`config.mk`:
```
export PLATFORM = sky130hd
export DESIGN_NAME = lru_key_value_cache
export DESIGN_NICKNAME = d
export VERILOG_FILES = /design/src/rtl/core/lkvc_pkg.sv /design/src/rtl/core/lru_key_value_cache.sv
export SDC_FILE = /design/constraint.sdc
export NUM_CORES = 2
export LEC_CHECK = 0
export BUFFER_PORTS_ARGS = -buffer_cell sky130_fd_sc_hd__buf_2
export CORE_MARGIN = 2
export CORE_UTILIZATION = 40
export CTS_CLUSTER_DIAMETER = 150
export DETAILED_ROUTE_END_ITERATION = 16
export PLACE_DENSITY_LB_ADDON = 0.1
export SLEW_MARGIN = 10
export SYNTH_ARGS = -nofsm -noshare
export SYNTH_HDL_FRONTEND = slang
export SYNTH_SLANG_ARGS = --single-unit
```
`constraint.sdc`:
```
create_clock -name clock -period 10.9 [get_ports clock]
set_input_delay 2.725 -clock clock [delete_from_list [all_inputs] [get_ports clock]]
set_output_delay 2.725 -clock clock [all_outputs]
set_load 0.01 [all_outputs]
```
`src/rtl/core/lkvc_pkg.sv`:
```
// Shared types and constants for the LRU key-value cache.
package lkvc_pkg;

   localparam int DEPTH_DEFAULT      = 16;
   localparam int KEY_BITS_DEFAULT   = 32;
   localparam int VALUE_BITS_DEFAULT = 32;

   localparam int CAP_BITS  = 5;
   localparam int CAP_RESET = 16;

   localparam int OPCODE_BITS = 2;

   typedef enum logic [OPCODE_BITS-1:0] {
      OP_PUT   = 2'd0,
      OP_GET   = 2'd1,
      OP_PROBE = 2'd2,
      OP_CLEAR = 2'd3
   } opcode_type;

endpackage

```
`src/rtl/core/lru_key_value_cache.sv`:
```
// Fully associative key-value cache with least-recently-used replacement.
//
// One transfer on req_ carries an opcode (put, get, probe, clear), a key and
// a put value; each produces exactly one rsp_ transfer with the hit flag, the
// value read by a get hit, and the occupancy afterwards. The block takes one
// item per clock cycle while rsp_ready does not stall the output register. An
// input register feeds a single pass that compares the key against all DEPTH
// entries in parallel and updates the recency ranks, and the result lands in
// an output register. Each item sees the state that the previous one left.
// csr_write_en writes the capacity register (reset 16); zero acts as one and
// values above DEPTH act as DEPTH. Lowering it below the occupancy keeps the
// entries until the next put that misses.
module lru_key_value_cache #(
   parameter int DEPTH      = lkvc_pkg::DEPTH_DEFAULT,
   parameter int KEY_BITS   = lkvc_pkg::KEY_BITS_DEFAULT,
   parameter int VALUE_BITS = lkvc_pkg::VALUE_BITS_DEFAULT,
   localparam int IDX_W     = (DEPTH > 1) ? $clog2(DEPTH) : 1,
   localparam int CNT_W     = $clog2(DEPTH + 1)
) (
   input  logic                             clock,
   input  logic                             reset,
   input  logic                             req_valid,
   output logic                             req_ready,
   input  logic [lkvc_pkg::OPCODE_BITS-1:0] req_opcode,
   input  logic [KEY_BITS-1:0]              req_key,
   input  logic [VALUE_BITS-1:0]            req_write_value,
   output logic                             rsp_valid,
   input  logic                             rsp_ready,
   output logic                             rsp_hit,
   output logic [VALUE_BITS-1:0]            rsp_read_value,
   output logic [CNT_W-1:0]                 rsp_occupancy,
   input  logic                             csr_write_en,
   input  logic [lkvc_pkg::CAP_BITS-1:0]    csr_write_data
);

   // Input stage
   logic                       s1_valid_ff;
   lkvc_pkg::opcode_type       s1_opcode_ff;
   logic [KEY_BITS-1:0]        s1_key_ff;
   logic [VALUE_BITS-1:0]      s1_value_ff;

   // Result stage
   logic                       rsp_valid_ff;
   logic                       rsp_hit_ff;
   logic [VALUE_BITS-1:0]      rsp_value_ff;
   logic [CNT_W-1:0]           rsp_count_ff;

   // Cache state
   logic [KEY_BITS-1:0]        key_ff   [DEPTH];
   logic [VALUE_BITS-1:0]      value_ff [DEPTH];
   logic [DEPTH-1:0]           valid_ff;
   logic [IDX_W-1:0]           rank_ff  [DEPTH];
   logic [CNT_W-1:0]           count_ff;
   logic [lkvc_pkg::CAP_BITS-1:0] capacity_ff;

   logic [DEPTH-1:0]           valid_in;
   logic [IDX_W-1:0]           rank_in  [DEPTH];
   logic [CNT_W-1:0]           count_in;
   logic                       write_en;
   logic [IDX_W-1:0]           write_idx;

   logic                       advance;
   logic                       step;
   logic [CNT_W-1:0]           eff_cap;
   logic [DEPTH-1:0]           match;
   logic                       found;
   logic [IDX_W-1:0]           found_idx;
   logic [IDX_W-1:0]           found_rank;
   logic [VALUE_BITS-1:0]      found_value;
   logic [DEPTH-1:0]           kept_valid;
   logic [IDX_W-1:0]           free_idx;
   logic                       hit_in;
   logic [VALUE_BITS-1:0]      read_in;

   assign advance   = !rsp_valid_ff || rsp_ready;
   assign req_ready = !s1_valid_ff || advance;
   assign step      = s1_valid_ff && advance;

   assign rsp_valid      = rsp_valid_ff;
   assign rsp_hit        = rsp_hit_ff;
   assign rsp_read_value = rsp_value_ff;
   assign rsp_occupancy  = rsp_count_ff;

   always_comb begin
      if (capacity_ff == '0) begin
         eff_cap = CNT_W'(1);
      end else if (32'(capacity_ff) > 32'(DEPTH)) begin
         eff_cap = CNT_W'(DEPTH);
      end else begin
         eff_cap = CNT_W'(capacity_ff);
      end
   end

   // Parallel lookup; keys of valid entries are distinct, so match is one-hot or zero.
   always_comb begin
      found_idx   = '0;
      found_rank  = '0;
      found_value = '0;
      for (int i = 0; i < DEPTH; i++) begin
         match[i] = valid_ff[i] && (key_ff[i] == s1_key_ff);
         if (match[i]) begin
            found_idx = IDX_W'(i);
         end
         found_rank  = found_rank  | (match[i] ? rank_ff[i]  : '0);
         found_value = found_value | (match[i] ? value_ff[i] : '0);
      end
      found = |match;
   end

   // Put miss at capacity: drop every entry ranked capacity-1 or older.
   always_comb begin
      free_idx = '0;
      for (int i = 0; i < DEPTH; i++) begin
         kept_valid[i] = valid_ff[i] &&
                         !((count_ff >= eff_cap) &&
                           (CNT_W'(rank_ff[i]) >= eff_cap - CNT_W'(1)));
      end
      for (int i = DEPTH - 1; i >= 0; i--) begin
         if (!kept_valid[i]) begin
            free_idx = IDX_W'(i);
         end
      end
   end

   always_comb begin
      valid_in  = valid_ff;
      rank_in   = rank_ff;
      count_in  = count_ff;
      write_en  = 1'b0;
      write_idx = found_idx;
      hit_in    = 1'b0;
      read_in   = '0;
      case (s1_opcode_ff)
         lkvc_pkg::OP_CLEAR: begin
            valid_in = '0;
            count_in = '0;
         end
         lkvc_pkg::OP_PROBE: begin
            hit_in = found;
         end
         lkvc_pkg::OP_GET, lkvc_pkg::OP_PUT: begin
            hit_in = found;
            if (found) begin
               // Refresh: age everything newer than the hit entry.
               for (int i = 0; i < DEPTH; i++) begin
                  if (valid_ff[i] && (rank_ff[i] < found_rank)) begin
                     rank_in[i] = rank_ff[i] + IDX_W'(1);
                  end
               end
               rank_in[found_idx] = '0;
               if (s1_opcode_ff == lkvc_pkg::OP_GET) begin
                  read_in = found_value;
               end else begin
                  write_en = 1'b1;
               end
            end else if (s1_opcode_ff == lkvc_pkg::OP_PUT) begin
               for (int i = 0; i < DEPTH; i++) begin
                  if (kept_valid[i]) begin
                     rank_in[i] = rank_ff[i] + IDX_W'(1);
                  end
               end
               valid_in           = kept_valid;
               valid_in[free_idx] = 1'b1;
               rank_in[free_idx]  = '0;
               write_en           = 1'b1;
               write_idx          = free_idx;
               count_in = (count_ff >= eff_cap) ? eff_cap : count_ff + CNT_W'(1);
            end
         end
         default: begin
            hit_in = 1'b0;
         end
      endcase
   end

   always_ff @(posedge clock) begin
      if (reset) begin
         s1_valid_ff  <= 1'b0;
         rsp_valid_ff <= 1'b0;
         valid_ff     <= '0;
         count_ff     <= '0;
         capacity_ff  <= lkvc_pkg::CAP_BITS'(lkvc_pkg::CAP_RESET);
      end else begin
         if (csr_write_en) begin
            capacity_ff <= csr_write_data;
         end
         if (req_ready) begin
            s1_valid_ff <= req_valid;
         end
         if (advance) begin
            rsp_valid_ff <= s1_valid_ff;
         end
         if (step) begin
            valid_ff <= valid_in;
            count_ff <= count_in;
         end
      end
   end

   // Payload: no reset needed.
   always_ff @(posedge clock) begin
      if (req_valid && req_ready) begin
         s1_opcode_ff <= lkvc_pkg::opcode_type'(req_opcode);
         s1_key_ff    <= req_key;
         s1_value_ff  <= req_write_value;
      end
      if (step) begin
         rsp_hit_ff   <= hit_in;
         rsp_value_ff <= read_in;
         rsp_count_ff <= count_in;
         rank_ff      <= rank_in;
         if (write_en) begin
            key_ff[write_idx]   <= s1_key_ff;
            value_ff[write_idx] <= s1_value_ff;
         end
      end
   end

endmodule

```
# Word-level counts from Yosys, hierarchy flattened
# Memory sizes are Yosys's and may differ from the RTL's.
# Index checks and enable logic that the tools add are counted.
[op_classes]
add_sub_neg = 18
magnitude_cmp = 40
eq_ne = 21
mux = 202
bitwise_logic = 37
n_reduce_logical = 99
[op_table]
columns = ["cell", "n"]
rows = [
  ["two-way mux 4 bit", 163],
  ["equality test 32 bit", 16],
  ["two-way mux 32 bit", 16],
  ["bitwise OR 32 bit", 15],
  ["AND 64 bit", 2],
  ["two-way mux 64 bit", 2],
  ["inverter 64 bit", 2],
  ["greater-or-equal comparator 4 x 5 -> 1 bit", 16],
  ["logical AND 1 bit", 69],
  ["adder 4 x 1 -> 4 bit (second input constant)", 16],
  ["less-than comparator 4 bit", 16],
  ["bitwise OR 4 bit", 15],
  ["demux 4 bit (select 4 bit)", 2],
  ["two-way mux 16 bit", 2],
  ["one-hot mux 16 bit (2 select lines)", 1],
  ["two-way mux 5 bit", 5],
  ["logical NOT 1 bit", 18],
  ["bitwise OR 16 bit", 1],
  ["OR reduction 16 bit", 1],
  ["greater-or-equal comparator 5 bit (second input constant)", 2],
  ["less-than comparator 5 x 1 -> 1 bit (second input constant)", 2],
  ["inverter 4 -> 5 bit", 2],
  ["one-hot mux 5 bit (2 select lines)", 1],
  ["two-way mux 1 bit", 9],
  ["18 further kinds", 23],
]
[word_totals]
reg_bits = 196
mem_bits_rw = 1024
in_bits = 76
out_inout_bits = 40
word_cells = 446
memories = 2
[memory_table]
columns = ["memory", "words", "word_bits", "rd", "rd_ports_with_merged_regs", "write_ports", "line_no", "source"]
rows = [
  ["key_ff", 16, 32, 16, 0, 1, "lru_key_value_cache.sv:49", "logic [KEY_BITS-1:0] key_ff [DEPTH];"],
  ["value_ff", 16, 32, 16, 0, 1, "lru_key_value_cache.sv:50", "logic [VALUE_BITS-1:0] value_ff [DEPTH];"],
]

# Logic depth before layout (Yosys ltp)
[depth]
ltp_word = 33
ltp_mapped = 21
mapped_depth_nobuf = 17

# Worst setup path before layout
# OpenSTA, ideal clock, no wires.
[synth_path]
path_kind = "input-to-reg"
startpoint = "input rsp_ready"
endpoint = "memory key_ff[3][0] (netlist name) (enable)"
setup_time_ns = 0.486
t_arrival_ns = 7.042
required_ns = 10.414
path_slack_ns = 3.371
stages = 7
n_path_buf = 1
cell_sequence = "nor2b_1 -> nand2b_1 -> clkbuf_1 -> inv_1 -> and3_1 -> nand2_1 -> nor2_1"
[synth_between]
elab_chain_len = 4
[synth_lines]
columns = ["element", "line_no", "source"]
rows = [
  ["from (decl)", "lru_key_value_cache.sv:28", "input logic rsp_ready,"],
  ["logical OR 1 bit", "lru_key_value_cache.sv:75", "assign advance = !rsp_valid_ff || rsp_ready;"],
  ["logical AND 1 bit", "lru_key_value_cache.sv:77", "assign step = s1_valid_ff && advance;"],
  ["named net step", "lru_key_value_cache.sv:63", "logic step;"],
  ["two-way mux 1 bit", "lru_key_value_cache.sv:207", "if (step) begin"],
  ["two-way mux 1 bit (implied by the code)", "lru_key_value_cache.sv:213", "key_ff[write_idx] <= s1_key_ff;"],
  ["to (decl)", "lru_key_value_cache.sv:49", ""],
]
# The timed path passes the listed nets, and every way through them passes these cells.

# Worst setup path in the final report
[layout_path]
startpoint = "register capacity_ff[1] (netlist name)"
endpoint = "memory value_ff[11][29] (netlist name) (enable)"
[layout_between]
elab_chain_len = 27
elab_cells_between_ends = 89
classes_between = "1 x add/sub; 18 x order compare; 21 x mux; 49 x reduce/logical"
[layout_lines]
columns = ["element", "line_no", "source"]
rows = [
  ["from (decl)", "lru_key_value_cache.sv:54", "logic [lkvc_pkg::CAP_BITS-1:0] capacity_ff;"],
  ["from (signal assigned)", "lru_key_value_cache.sv:182", "capacity_ff <= lkvc_pkg::CAP_BITS'(lkvc_pkg::CAP_RESET);"],
  ["from (signal assigned)", "lru_key_value_cache.sv:185", "capacity_ff <= csr_write_data;"],
  ["> comparator 5 bit", "lru_key_value_cache.sv:87", "end else if (32'(capacity_ff) > 32'(DEPTH)) begin"],
  ["two-way mux 5 bit", "lru_key_value_cache.sv:87", ""],
  ["two-way mux 5 bit *", "lru_key_value_cache.sv:85", "if (capacity_ff == '0) begin"],
  ["subtractor 5 x 1 -> 5 bit", "lru_key_value_cache.sv:116", "(CNT_W'(rank_ff[i]) >= eff_cap - CNT_W'(1)));"],
  ["greater-or-equal comparator 4 x 5 -> 1 bit", "lru_key_value_cache.sv:116", ""],
  ["logical AND 1 bit", "lru_key_value_cache.sv:115", "!((count_ff >= eff_cap) &&"],
  ["logical NOT 1 bit", "lru_key_value_cache.sv:115", ""],
  ["logical AND 1 bit", "lru_key_value_cache.sv:114", "kept_valid[i] = valid_ff[i] &&"],
  ["two-way mux 4 bit (15 in series)", "lru_key_value_cache.sv:119", "if (!kept_valid[i]) begin"],
  ["two-way mux 4 bit *", "lru_key_value_cache.sv:119", ""],
  ["two-way mux 4 bit *", "lru_key_value_cache.sv:156", "end else if (s1_opcode_ff == lkvc_pkg::OP_PUT) begin"],
  ["two-way mux 4 bit *", "lru_key_value_cache.sv:143", "if (found) begin"],
  ["two-way mux 4 bit *", "lru_key_value_cache.sv:133", "case (s1_opcode_ff)"],
  ["to (decl)", "lru_key_value_cache.sv:50", ""],
]
# Mark *: on every way between the ends. The rest lies on a longest branch, timed or not.

==> results <==
- Counting along the longest clock path gives a buffer depth of 3.
- After layout, the worst path uses about two thirds of the clock period.
- The portion of synthesized cell area occupied by the leading cell type is between 60% and 70%.
- Detailed placement finished with a half-perimeter wire length of 106,000 microns.
- From bottom edge to top edge, the die measures around 370 microns.
- The dominant register cell in the synthesized netlist is sky130_fd_sc_hd__edfxtp_1.
- The number of failing hold endpoints at the final stage is 0.
- The number of remaining DRC errors is 0.
- Of all nets on the critical path, the largest fanout is 33.
- The synthesized design contains 1,192 enable-type register cells.
- The worst setup path is captured at a register.
- The worst pin sits at a relative slew slack of around a fifth.
- For this design the ratio of total power to cell area is approximately 160 mW/mm^2.
- The cell with the most instances after synthesis is sky130_fd_sc_hd__edfxtp_1.
- The number of vias after detailed routing is 35.0k.
- During I/O placement, the number of pins put on the boundary was 116.
- In this run the tool buffered the top-level ports with ~120 buffer cells.
- The antenna cell count is 0.
- The overflow left after global routing is 0.
- Global routing consumed, over all layers together, 25.2% of the routing resources.
- The first-pass GRT wire length is 250,000 microns.
- Between clock sinks in the finished design, the worst skew comes to ~0.031 ns.
- In this run, distinct cell masters in the synthesized netlist total 96.
- The total wirelength of the detailed-routed design is between 150,000 and 200,000 microns.
- The leading area contributor after synthesis is sky130_fd_sc_hd__edfxtp_1.
- The net count after synthesis is 3,976.
- The initial cell density of the core is 40.2%.
- Data on the critical path is required at its endpoint by 11.29 ns.
- The smallest clock period supported by the final layout is computed as 7.20 ns.
- The flow ran to the end, and the final reports show no timing, DRC or antenna violations.
- The final layout contains 4,173 nets.
- The ratio of cells with drive above 1 in the final layout is 11.8%.
- The CTS H-tree depth is 4.
- Across the VDD grid, the largest voltage drop is 151 uV.
- The post-cts resize count is 0.
- The post-synthesis to final-layout area growth is 13.4%.
- The clock buffer count from CTS is 140.
- The synthesized netlist occupies a cell area of around 0.054 sq mm.
- The number of sinks driven by the clock tree is ~1.2k.
- The maximum number of pins on one net before global-route repair is 65.
- The pre-antenna-repair detailed-routing pass consisted of 6 iterations.
- The type of the worst setup path is register to register.
- The placement-stage cell area is 0.0573 sq mm.
- Setup slack on the critical path of the routed design comes to 3.70 ns.
- The clock latency reported for the late side of the worst-skew pair is 0.78 ns.
- The tightest min-delay check is of the register to register type.
- Across the run, the number of max-cap violations was 0.
- The achievable clock frequency is 0.139 GHz.
- Summed over all failing endpoints, the final setup total negative slack is 0 ns.
- Sorting the synthesized cells by how often they occur yields sky130_fd_sc_hd__edfxtp_1 (1,192), sky130_fd_sc_hd__xnor2_1 (413), sky130_fd_sc_hd__nand4_1 (204).
- The region available for standard cell placement spans about 0.14 sq mm.
- The slack of the worst reg-to-reg path is 3.70 ns.
- Setup repair after global routing left no endpoint under its margin.
- The average wire length per cell after detail routing is 29.8 microns.
- Sequential cells were found to cover about two thirds of the synthesized design area.
- The post-CTS setup repair buffer count is 0.
- The via count of the first global-routing pass is 33.8k.
- The design area is 0.0616 sq mm.
- The flip-flop and latch count after synthesis is 1,220.
- The number of antenna violations at the first check in global routing came to 2.
- The die covers around 0.14 sq mm.
- The number of rows created at floorplan is around 140.
- The number of DRC violations after detailed-routing iteration 0 is 3,612.
- The kind of launch point of the worst setup path is a register.
- For this run, the number of Yosys warnings is 0.
- In this run the static leakage power is 0.0193 uW.
- OpenSTA, run right after detailed placement, puts the worst setup slack at 3.80 ns.
- Clock-pin slew was measured on the worst setup and hold paths at about 0.060 ns.
- In the routed layout, each cell is associated on average with a via count of 5.96.
- The hold buffer count at cts is 0.
- The max-slew violation count is 0.
- The cell at the root of the clock tree is sky130_fd_sc_hd__clkbuf_16.
- The cell count after synthesis came out at around 3.8k.
- The average cell area after synthesis is 14.3 sq um.
- Data on the critical path arrives at its endpoint at 7.58 ns.
- The final estimated routing congestion in global placement is 0.943.
- TritonCTS built the clock tree.
- In this run the remaining antenna-violating nets after routing total 0.
- The proportion of synthesized flip-flops having asynchronous set or reset is 0%.
- Setup violations remaining at the end of the flow were counted as 0.
- The pin slew with the least headroom to its limit is 1.19 ns.
- The chip width is 372 microns.
- Sorting the synthesized cells by area gives the leading types as sky130_fd_sc_hd__edfxtp_1 (66%), sky130_fd_sc_hd__xnor2_1 (6.7%), sky130_fd_sc_hd__ha_1 (2.5%), sky130_fd_sc_hd__nand4_1 (2.4%), sky130_fd_sc_hd__a22o_1 (1.4%).
==> area by class of cell <==
class	instances	area (sq um)
Fill cell	12000	73500
Sequential cell	1220	36400
Multi-Input combinational cell	2327	17000
Clock buffer	174	3680
Tap cell	1781	2230
Timing Repair Buffer	223	1390
Clock inverter	71	631
Inverter	78	293
==> logic make-up after synthesis <==
logic type | count (synthesis) | synth area share [%]
flip-flops | 1220 | 67.0
AND/OR/NAND/NOR | 976 | 9.98
AO/OA/AOI/OAI | 743 | 10.4
XOR/XNOR | 482 | 7.78
buffers and inverters | 246 | 2.04
adder cells (fa/ha/maj) | 110 | 2.52
multiplexers | 16 | 0.307
==> state kept, by name (all words and copies together) (netlist names) <==
name / cells
key_ff: 512
value_ff: 512
rank_ff: 64
rsp_read_value: 32
s1_key_ff: 32
s1_value_ff: 32
valid_ff: 16
capacity_ff: 5
count_ff: 5
rsp_occupancy: 5
s1_opcode_ff: 2
rsp_hit: 1
rsp_valid: 1
s1_valid_ff: 1
==> layout by cell type (no fill, tap or decap), types with 16 or more instances in the layout <==
master,n
sky130_fd_sc_hd__a211oi_1,19
sky130_fd_sc_hd__a21o_1,24
sky130_fd_sc_hd__a21oi_1,85
sky130_fd_sc_hd__a221oi_1,84
sky130_fd_sc_hd__a222oi_1,23
sky130_fd_sc_hd__a22o_1,87
sky130_fd_sc_hd__a22oi_1,89
sky130_fd_sc_hd__a31oi_1,47
sky130_fd_sc_hd__and3_1,28
sky130_fd_sc_hd__buf_2,115
sky130_fd_sc_hd__buf_4,108
sky130_fd_sc_hd__clkbuf_1,31
sky130_fd_sc_hd__clkbuf_16,142
sky130_fd_sc_hd__clkinv_1,32
sky130_fd_sc_hd__dfxtp_1,28
sky130_fd_sc_hd__edfxtp_1,1192
sky130_fd_sc_hd__ha_1,107
sky130_fd_sc_hd__inv_1,75
sky130_fd_sc_hd__nand2_1,131
sky130_fd_sc_hd__nand2b_1,97
sky130_fd_sc_hd__nand3_1,114
sky130_fd_sc_hd__nand4_1,204
sky130_fd_sc_hd__nor2_1,123
sky130_fd_sc_hd__nor2_4,16
sky130_fd_sc_hd__nor3_1,67
sky130_fd_sc_hd__nor4_1,71
sky130_fd_sc_hd__o211ai_1,18
sky130_fd_sc_hd__o21a_1,34
sky130_fd_sc_hd__o21ai_0,55
sky130_fd_sc_hd__o22ai_1,20
sky130_fd_sc_hd__xnor2_1,413
sky130_fd_sc_hd__xor2_1,69
==> critical path, stage by stage, from the launching register on <==
cell,delay (ns)
sky130_fd_sc_hd__dfxtp_1,0.47
sky130_fd_sc_hd__nor3_1,0.17
sky130_fd_sc_hd__o21ai_4,0.50
sky130_fd_sc_hd__inv_2,0.14
sky130_fd_sc_hd__ha_1,0.29
sky130_fd_sc_hd__nand2b_1,0.14
sky130_fd_sc_hd__a31oi_1,0.24
sky130_fd_sc_hd__o21a_1,0.70
sky130_fd_sc_hd__nor2_2,0.21
sky130_fd_sc_hd__a221o_1,0.58
sky130_fd_sc_hd__or4_1,0.55
sky130_fd_sc_hd__nor2_1,0.44
sky130_fd_sc_hd__a31oi_1,0.23
sky130_fd_sc_hd__nor2_1,0.21
sky130_fd_sc_hd__nand2_1,0.26
sky130_fd_sc_hd__nor2_4,0.86
sky130_fd_sc_hd__buf_4,0.75
==> path summary, 6_finish.rpt <==
kind | startpoint | to | cells past startpoint
worst max-delay path | capacity_ff[1]$_SDFFE_PP0P_ | value_ff[11][29]$_DFFE_PP_ | 16
worst min-delay path | s1_key_ff[2]$_DFFE_PP_ | key_ff[1][2]$_DFFE_PP_ | 0
worst max register to register | capacity_ff[1]$_SDFFE_PP0P_ | value_ff[11][29]$_DFFE_PP_ | 16
worst min register to register | s1_key_ff[2]$_DFFE_PP_ | key_ff[1][2]$_DFFE_PP_ | 0
==> per-layer routing <==
layer / vias to the layer above / wire length [microns] / share of wire, % / global-route usage, %
met4: 2 / 4480 / 2.6 / 7.24
met3: 250 / 11100 / 6.4 / 3.98
li1: 15500 / - / - / -
met5: - / 10 / 0.0057 / 0
met2: 1301 / 80400 / 46 / 39.3
met1: 18000 / 79200 / 45 / 36.4
==> per-stage QoR <==
| stage | util [%] | total power [uW] | std cells | hold WS [ns] |
|---|---|---|---|---|
| floorplan | - | 5560 | 3793 | 0.474 |
| global placement | 42.4 | 5730 | 5629 | 0.438 |
| detailed placement | 42.4 | 5730 | 5629 | 0.439 |
| CTS | 45.6 | 10200 | 5874 | 0.453 |
| global route | 45.6 | 10400 | 5874 | 0.470 |
| finish | 45.6 | 10100 | 5874 | 0.451 |
==> power breakdown <==
group          internal, uW  switching (uW)
Sequential             5180            51.4
Clock                  2570            1910
Combinational           126             276
(Power assumes the default switching activity.)
